==> src/hdl/dmsc_pkg.sv <==
package dmsc_pkg;

	// Request codes on the command field
	localparam logic [1:0] CMD_TICK    = 2'd0;
	localparam logic [1:0] CMD_CHAN_EN = 2'd1;
	localparam logic [1:0] CMD_IRQ_EN  = 2'd2;

	// Configuration register port
	localparam int CFG_IDX_W  = 4;
	localparam int CFG_DATA_W = 10;

	localparam logic [CFG_IDX_W-1:0] REG_SAMPLE_ADDR = 4'd0;
	localparam logic [CFG_IDX_W-1:0] REG_SAMPLE_LEN  = 4'd1;
	localparam logic [CFG_IDX_W-1:0] REG_LOOP        = 4'd2;
	localparam logic [CFG_IDX_W-1:0] REG_RATE        = 4'd3;

	localparam logic [15:0] ADDR_RESET = 16'hC000;
	localparam logic [15:0] ADDR_LAST  = 16'hFFFF;
	localparam logic [15:0] ADDR_WRAP  = 16'h8000;

	localparam logic [6:0] LEVEL_STEP     = 7'd2;
	localparam logic [6:0] LEVEL_RISE_MAX = 7'd125;
	localparam logic [3:0] BITS_PER_BYTE  = 4'd8;
	localparam logic [9:0] RATE_RESET     = 10'd428;

	typedef struct packed {
		logic [7:0] addr_code;
		logic [7:0] len_code;
		logic       loop_en;
		logic [9:0] rate_period;
	} dmsc_cfg_t;

	typedef struct packed {
		logic [15:0] addr;
		logic [11:0] bytes_left;
		logic [7:0]  sample_byte;
		logic        buffer_full;
		logic [7:0]  shift_bits;
		logic [3:0]  bits_left;
		logic        silent;
		logic [6:0]  level;
		logic        irq_pending;
		logic        irq_allowed;
		logic [9:0]  rate_count;
	} dmsc_state_t;

	// start address = code*64 + 0xC000
	function automatic logic [15:0] start_addr(input logic [7:0] code);
		start_addr = {2'b11, code, 6'b000000};
	endfunction

	// byte count = code*16 + 1
	function automatic logic [11:0] start_len(input logic [7:0] code);
		start_len = {code, 4'b0001};
	endfunction

endpackage

==> src/hdl/dmsc_fetch.sv <==
module dmsc_fetch (
	input  dmsc_pkg::dmsc_cfg_t   cfg,
	input  dmsc_pkg::dmsc_state_t cur,
	input  logic [1:0]            cmd,
	input  logic                  en,
	input  logic [7:0]            data,
	output dmsc_pkg::dmsc_state_t mid
);

	// Sample fetch on a tick, plus the enable requests
	always_comb begin
		mid = cur;
		case (cmd)
			dmsc_pkg::CMD_TICK: begin
				if (!cur.buffer_full && cur.bytes_left != 12'd0) begin
					mid.sample_byte = data;
					mid.buffer_full = 1'b1;
					mid.addr        = (cur.addr == dmsc_pkg::ADDR_LAST) ?
					                  dmsc_pkg::ADDR_WRAP : cur.addr + 16'd1;
					mid.bytes_left  = cur.bytes_left - 12'd1;
					if (mid.bytes_left == 12'd0) begin
						if (cfg.loop_en) begin
							mid.addr       = dmsc_pkg::start_addr(cfg.addr_code);
							mid.bytes_left = dmsc_pkg::start_len(cfg.len_code);
						end else if (cur.irq_allowed) begin
							mid.irq_pending = 1'b1;
						end
					end
				end
			end
			dmsc_pkg::CMD_CHAN_EN: begin
				if (en && cur.bytes_left == 12'd0) begin
					mid.addr       = dmsc_pkg::start_addr(cfg.addr_code);
					mid.bytes_left = dmsc_pkg::start_len(cfg.len_code);
				end
				if (!en) begin
					mid.bytes_left = 12'd0;
				end
			end
			dmsc_pkg::CMD_IRQ_EN: begin
				mid.irq_allowed = en;
				if (!en) begin
					mid.irq_pending = 1'b0;
				end
			end
			default: begin
				mid = cur;
			end
		endcase
	end

endmodule

==> src/hdl/dmsc_output.sv <==
module dmsc_output (
	input  dmsc_pkg::dmsc_cfg_t   cfg,
	input  dmsc_pkg::dmsc_state_t mid,
	input  logic                  tick,
	output dmsc_pkg::dmsc_state_t nxt
);

	// Rate divider, shifter and level stepping
	always_comb begin
		nxt = mid;
		if (tick) begin
			if (mid.rate_count == 10'd0) begin
				nxt.rate_count = (cfg.rate_period == 10'd0) ? 10'd0 :
				                 cfg.rate_period - 10'd1;
				if (!mid.silent) begin
					if (!mid.shift_bits[0]) begin
						if (mid.level >= dmsc_pkg::LEVEL_STEP)
							nxt.level = mid.level - dmsc_pkg::LEVEL_STEP;
					end else begin
						if (mid.level <= dmsc_pkg::LEVEL_RISE_MAX)
							nxt.level = mid.level + dmsc_pkg::LEVEL_STEP;
					end
				end
				nxt.shift_bits = mid.shift_bits >> 1;
				if (mid.bits_left != 4'd0)
					nxt.bits_left = mid.bits_left - 4'd1;
				// start a new output cycle from the buffer, silent if empty
				if (nxt.bits_left == 4'd0) begin
					nxt.bits_left = dmsc_pkg::BITS_PER_BYTE;
					if (!mid.buffer_full) begin
						nxt.silent = 1'b1;
					end else begin
						nxt.silent      = 1'b0;
						nxt.shift_bits  = mid.sample_byte;
						nxt.buffer_full = 1'b0;
					end
				end
			end else begin
				nxt.rate_count = mid.rate_count - 10'd1;
			end
		end
	end

endmodule

==> src/hdl/delta_modulation_sample_channel_core.sv <==
// A request is captured in the request register on acceptance; its result is captured in
// the result register when the request issues, which waits while the result slot is held.
// One request per clock while the result slot is free or being taken; the fetch and divider
// logic between the request register and the result register updates the channel state.
// Reset (arst_n low, asynchronous): channel state, configuration registers and valid flags cleared;
// rate period returns to 428, address counter to 0xC000, output silent at level 0.
module delta_modulation_sample_channel_core (
	input  logic                              clk,
	input  logic                              arst_n,
	// configuration write channel
	input  logic                              cfg_valid,
	output logic                              cfg_ready,
	input  logic [dmsc_pkg::CFG_IDX_W-1:0]    cfg_index,
	input  logic [dmsc_pkg::CFG_DATA_W-1:0]   cfg_data,
	// request channel
	input  logic                              in_valid,
	output logic                              in_ready,
	input  logic [1:0]                        command,
	input  logic                              enable_bit,
	input  logic [7:0]                        fetch_data,
	// result channel
	output logic                              out_valid,
	input  logic                              out_ready,
	output logic [6:0]                        dac_level,
	output logic                              irq,
	output logic [15:0]                       fetch_address,
	output logic                              active
);

	dmsc_pkg::dmsc_cfg_t   cfg_q;
	dmsc_pkg::dmsc_state_t st_q;
	dmsc_pkg::dmsc_state_t mid;
	dmsc_pkg::dmsc_state_t nxt;

	logic       vld_s1;
	logic [1:0] cmd_s1;
	logic       en_s1;
	logic [7:0] data_s1;

	logic       vld_s2;
	logic [6:0] level_s2;
	logic       irq_s2;
	logic [15:0] addr_s2;
	logic       active_s2;

	logic advance;
	logic issue;

	// The user must write registers only while the channel is idle; the block does not enforce it, so always accept.
	assign cfg_ready = 1'b1;

	// The result slot frees when it is empty or being taken; the request register
	// advances into it at that point and can take a fresh request in the same cycle.
	assign advance  = !vld_s2 || out_ready;
	assign issue    = vld_s1 && advance;
	assign in_ready = !vld_s1 || advance;

	always_ff @(posedge clk or negedge arst_n) begin
		if (!arst_n) begin
			cfg_q.addr_code   <= 8'd0;
			cfg_q.len_code    <= 8'd0;
			cfg_q.loop_en     <= 1'b0;
			cfg_q.rate_period <= dmsc_pkg::RATE_RESET;
		end else if (cfg_valid && cfg_ready) begin
			case (cfg_index)
				dmsc_pkg::REG_SAMPLE_ADDR: cfg_q.addr_code   <= cfg_data[7:0];
				dmsc_pkg::REG_SAMPLE_LEN:  cfg_q.len_code    <= cfg_data[7:0];
				dmsc_pkg::REG_LOOP:        cfg_q.loop_en     <= cfg_data[0];
				dmsc_pkg::REG_RATE:        cfg_q.rate_period <= cfg_data;
				default:                   cfg_q             <= cfg_q;
			endcase
		end
	end

	// Request register: valid flag under reset, payload without.
	always_ff @(posedge clk or negedge arst_n) begin
		if (!arst_n) begin
			vld_s1 <= 1'b0;
		end else if (in_ready) begin
			vld_s1 <= in_valid;
		end
	end

	always_ff @(posedge clk) begin
		if (in_valid && in_ready) begin
			cmd_s1  <= command;
			en_s1   <= enable_bit;
			data_s1 <= fetch_data;
		end
	end

	// Byte fetch and enable requests first, then the divider and level logic
	// see the buffer as the fetch left it.
	dmsc_fetch u_fetch (
		.cfg  (cfg_q),
		.cur  (st_q),
		.cmd  (cmd_s1),
		.en   (en_s1),
		.data (data_s1),
		.mid  (mid)
	);

	dmsc_output u_output (
		.cfg  (cfg_q),
		.mid  (mid),
		.tick (cmd_s1 == dmsc_pkg::CMD_TICK),
		.nxt  (nxt)
	);

	// Channel state: advance only as a request issues.
	always_ff @(posedge clk or negedge arst_n) begin
		if (!arst_n) begin
			st_q.addr        <= dmsc_pkg::ADDR_RESET;
			st_q.bytes_left  <= 12'd0;
			st_q.sample_byte <= 8'd0;
			st_q.buffer_full <= 1'b0;
			st_q.shift_bits  <= 8'd0;
			st_q.bits_left   <= 4'd0;
			st_q.silent      <= 1'b1;
			st_q.level       <= 7'd0;
			st_q.irq_pending <= 1'b0;
			st_q.irq_allowed <= 1'b0;
			st_q.rate_count  <= 10'd0;
		end else if (issue) begin
			st_q <= nxt;
		end
	end

	// Result register: hold while the consumer stalls.
	always_ff @(posedge clk or negedge arst_n) begin
		if (!arst_n) begin
			vld_s2 <= 1'b0;
		end else if (advance) begin
			vld_s2 <= vld_s1;
		end
	end

	always_ff @(posedge clk) begin
		if (issue) begin
			level_s2  <= nxt.level;
			irq_s2    <= nxt.irq_pending;
			addr_s2   <= nxt.addr;
			active_s2 <= (nxt.bytes_left != 12'd0);
		end
	end

	assign out_valid     = vld_s2;
	assign dac_level     = level_s2;
	assign irq           = irq_s2;
	assign fetch_address = addr_s2;
	assign active        = active_s2;

	// The bit counter never runs past one byte.
	a_bits_range: assert property (@(posedge clk) disable iff (!arst_n)
		st_q.bits_left <= dmsc_pkg::BITS_PER_BYTE)
		else $error("bit counter beyond one byte");

	// An empty bit counter only exists before the first output cycle, which is silent.
	a_bits_silent: assert property (@(posedge clk) disable iff (!arst_n)
		st_q.bits_left == 4'd0 |-> st_q.silent)
		else $error("non-silent channel with empty bit counter");

	// State moves only when a request issues.
	a_state_hold: assert property (@(posedge clk) disable iff (!arst_n)
		!issue |=> $stable(st_q))
		else $error("channel state changed without a request");

	// The level steps by two at most per request.
	a_level_step: assert property (@(posedge clk) disable iff (!arst_n)
		issue |=> (st_q.level == $past(st_q.level)) ||
		          (st_q.level == $past(st_q.level) + 7'd2) ||
		          (st_q.level == $past(st_q.level) - 7'd2))
		else $error("level moved by more than one step");

	// A request held in the stage while the result slot is blocked stays there.
	a_stall_hold: assert property (@(posedge clk) disable iff (!arst_n)
		vld_s1 && !advance |=> vld_s1 && $stable(cmd_s1) && $stable(data_s1))
		else $error("stalled request lost");

endmodule

==> config.mk <==
export PLATFORM = sky130hd
export DESIGN_NAME = delta_modulation_sample_channel_core
export DESIGN_NICKNAME = d
export VERILOG_FILES = /design/src/hdl/dmsc_pkg.sv /design/src/hdl/dmsc_fetch.sv /design/src/hdl/dmsc_output.sv /design/src/hdl/delta_modulation_sample_channel_core.sv
export SDC_FILE = /design/constraint.sdc
export NUM_CORES = 1
export LEC_CHECK = 0
export BUFFER_PORTS_ARGS = -buffer_cell sky130_fd_sc_hd__buf_2
export CORE_UTILIZATION = 55
export DETAILED_ROUTE_END_ITERATION = 8
export GPL_ROUTABILITY_DRIVEN = 0
export PLACE_DENSITY = 0.76
export REMOVE_ABC_BUFFERS = 1
export SLEW_MARGIN = 15
export SYNTH_ARGS = -nofsm -noshare
export SYNTH_HDL_FRONTEND = slang
export SYNTH_SLANG_ARGS = --single-unit
==> constraint.sdc <==
create_clock -name clk -period 2.6 [get_ports clk]
set_input_delay 0.13 -clock clk [delete_from_list [all_inputs] [get_ports clk]]
set_output_delay 0.13 -clock clk [all_outputs]
set_load 0.02 [all_outputs]
==> impl_metrics.py <==
metrics = {
    "outcome": {
        "status": "finished with violations",
        "violations": "DRC, setup timing",
    },
    "grt": {
        "grt_start_max_net_pins": 70,
        "antenna_found_initial": 1,
        "grt_first_pass_wirelength_um": 35820,
        "first_global_vias": 7033,
        "global_route.overflow_total": 0,
        "track_usage": 0.3255,
    },
    "logic_synthesis": {
        "netlist_area_sq_mm": 0.007600,
        "synth_enable_flop_cells": 35,
        "post_synth_num_cell_types": 83,
        "syn-instance-count": 789,
        "async_flop_share": 0.7348,
        "synth_top_area_share": 0.2931,
        "synth_most_common_cell": "sky130_fd_sc_hd__dfrtp_1",
        "synthesis.area_per_instance_sq_um": 9.632,
        "leading_area_contributor_after_synthesis": "sky130_fd_sc_hd__dfrtp_1",
        "yosysWarningCount": 0,
        "yosysSeqAreaShare": 0.4590,
        "synth_top_flop_cell": "sky130_fd_sc_hd__dfrtp_1",
        "synth.top_cells.by_area": "sky130_fd_sc_hd__dfrtp_1 (29%), sky130_fd_sc_hd__edfxtp_1 (14%), sky130_fd_sc_hd__mux2_2 (7.1%), sky130_fd_sc_hd__nand2_1 (4.3%), sky130_fd_sc_hd__o21ai_0 (4.0%)",
        "synth_seq_cells": 132,
        "yosys-top-cells-count": "sky130_fd_sc_hd__dfrtp_1 (89), sky130_fd_sc_hd__nand2_1 (87), sky130_fd_sc_hd__o21ai_0 (60), sky130_fd_sc_hd__nor2_1 (50), sky130_fd_sc_hd__mux2_2 (48)",
    },
    "critical_path": {
        "crit_type": "flop to flop",
        "worst_path_max_delay_cell": "sky130_fd_sc_hd__or4_4",
        "crit_path_max_incr_delay_ns": 0.60,
        "setup.worst_path.start_class": "flop",
        "worst_path_cell_chain": "or4_4, o41ai_4, buf_4, nor2_4, a221oi_2, a31oi_1, nor4_1, nand3_1",
        "cp_data_required_time_ns": 2.77,
        "setup.worst_path.end_class": "flop",
        "critPathArrivalTime_ns": 3.14,
        "crit_path_max_fo": 6,
    },
    "sta": {
        "fin_tns_setup_ns": -2.626,
        "hold_viol": 0,
        "fin_skew_ns": 0.01180,
        "final-max-slew-violation-count": 0,
        "setup_viol": 34,
        "min_period_ns": 2.968,
        "worstMarginPinSlew_ns": 0.6981,
        "period_share": 1.142,
        "unrepaired_setup_endpoints_after_global_routing": "yes",
        "fmaxAchievable_ghz": 0.3369,
        "post-route-worst-setup-slack_ns": -0.3680,
        "maxSlewHeadroom": 0.5303,
        "worst_hold_slack_ns": 0.07325,
    },
    "routing": {
        "drc": 9,
        "finalWirelength_um": 24300,
        "detailroute.via_count": 7559,
        "route.detailed.vias_per_inst": 6.631,
        "post_drt_wl_per_cell_um": 21.31,
        "drt_first_iter_violations": 1252,
        "antenna_left": 0,
        "firstDrtPassIters": 9,
    },
    "die": {
        "die-height_um": 119.6,
        "fp.dieArea_sq_mm": 0.01429,
        "floorplan.initialDensity": 0.5694,
        "rows": 42,
        "design.core.area_sq_mm": 0.01335,
        "die_width_um": 119.6,
        "top_level_ports": 58,
    },
    "hold_path": {
        "min_path_type": "input port to flop",
    },
    "clocking": {
        "clock_tree.buffer_depth": 2,
        "tritoncts.num_buffers": 17,
        "clock_latency_ns": 0.43,
        "clk_pin_slew_ns": 0.06,
        "ctsRootBufferMaster": "sky130_fd_sc_hd__clkbuf_16",
        "numClockSinks": 132,
        "clock_tree.htree_level_count": 4,
        "tritoncts_clock_tree": "done",
    },
    "placement": {
        "place_worst_setup_slack_ns": -0.3165,
        "post-dp-hpwl_um": 14940,
        "area_post_placement_sq_mm": 0.008615,
        "place.detailed.instances": 1064,
        "place.port_buffers": 55,
    },
    "pwr": {
        "power_per_cell_area_mw_per_mm2": 954.3,
        "irDropWorstVdd_uv": 685.9,
        "power.leakage_nw": 4.249,
    },
    "final_layout": {
        "layout_cells_sized_above_1": 0.3402,
        "finish.cell_count_without_fillers": 1140,
        "diodes": 0,
        "number_of_nets_in_the_finished_design": 991,
        "flow.area_growth_from_synthesis_pct": 32.93,
        "stdcell_area_sq_mm": 0.01010,
    },
    "job": {
        "count_of_maximum_capacitance_violations": 0,
    },
}
==> final timing paths <==
path | from | end | slack, ns | cells past startpoint
hold / removal | cfg_index[1] | cfg_q[10] | 0.07 | 3
max in group asynchronous | arst_n | st_q[19] | 1.68 | 3
setup reg to reg | st_q[44] | active | -0.37 | 8
hold reg to reg | st_q[11] | st_q[11] | 0.48 | 2
setup / recovery | st_q[44] | active | -0.37 | 8
min in group asynchronous | arst_n | st_q[64] | 0.19 | 2
==> metrics by stage <==
step | util | power, W
finish | 0.7568 | 0.009641
global placement | 0.6454 | 0.006279
floorplan | - | 0.005017
global route | 0.7568 | 0.01007
CTS | 0.7137 | 0.008808
detailed placement | 0.6454 | 0.006424
==> worst max-delay path, delay by kind of cell, from the launching register on <==
family | cells | cell delay [ns]
AND/OR/NAND/NOR | 4 | 1.22
AO/OA/AOI/OAI | 3 | 0.83
flip-flops | 1 | 0.44
buffers and inverters | 1 | 0.21
==> what timing repair did <==
action | in CTS | in global routing
buffers inserted | 2 | 18
resized for setup | 22 | 91
hold buffers | 24 | 0
cloned | 1 | 1
pin swaps | 6 | 43
setup endpoints to repair | 35 | 47
endpoints found under the hold margin | 66 | 0
==> layout by cell type (no fill, tap or decap), types with 8 or more instances in the layout <==
cell / count
sky130_fd_sc_hd__buf_4: 91
sky130_fd_sc_hd__dfrtp_1: 89
sky130_fd_sc_hd__nand2_1: 83
sky130_fd_sc_hd__o21ai_0: 54
sky130_fd_sc_hd__buf_2: 54
sky130_fd_sc_hd__nor2_1: 45
sky130_fd_sc_hd__mux2_2: 38
sky130_fd_sc_hd__inv_1: 37
sky130_fd_sc_hd__edfxtp_1: 35
sky130_fd_sc_hd__a21oi_1: 30
sky130_fd_sc_hd__dlygate4sd3_1: 24
sky130_fd_sc_hd__nor3_1: 23
sky130_fd_sc_hd__nand3_1: 22
sky130_fd_sc_hd__clkbuf_16: 19
sky130_fd_sc_hd__mux2i_1: 17
sky130_fd_sc_hd__a31oi_1: 15
sky130_fd_sc_hd__buf_6: 12
sky130_fd_sc_hd__mux2_4: 10
sky130_fd_sc_hd__xor2_1: 10
sky130_fd_sc_hd__a22o_1: 10
sky130_fd_sc_hd__xnor2_1: 9
sky130_fd_sc_hd__o21ai_1: 9
sky130_fd_sc_hd__or3_1: 8
sky130_fd_sc_hd__nor4_1: 8
sky130_fd_sc_hd__ha_1: 8
sky130_fd_sc_hd__dfstp_2: 8
==> registers in the layout, summed over array words and instances (netlist names), 2 cells and up <==
register and flops:
cfg_q 27, cmd_s1 2, dac_level 6, data_s1 8, fetch_address 16, st_q 68
==> cells by family (layout without fill, tap and decap cells) <==
group,count (synthesis),after routing,share of synthesized area
AO/OA/AOI/OAI,220,221,0.1935
multiplexers,67,67,0.09615
adder cells (fa/ha/maj),10,10,0.01646
AND/OR/NAND/NOR,255,255,0.1669
flip-flops,132,132,0.4590
XOR/XNOR,20,20,0.02305
other,2,2,0.0009882
buffers and inverters,83,257,0.04396
==> routing by layer <==
layer	GRT usage	wire length [um]
met1	0.3909	8959
met2	0.5289	11450
met3	0.08365	2269
met4	0.1906	1602
met5	0	16
==> power by group <==
group | internal (W) | switching (W)
combinational | 0.00190 | 0.00234
sequential | 0.00265 | 0.000528
clock | 0.00129 | 0.000923
==> layout make-up <==
type	count	area [sq um]
multi-input cells	575	4265
flip-flops and latches	132	3488
fillers	836	3246
repair buffers	186	1434
clock buffers	20	467.9
well taps	176	220.2
inverters	39	146.4
clock inverters	12	80.08
No activity file was read; power rests on OpenSTA's default activity.
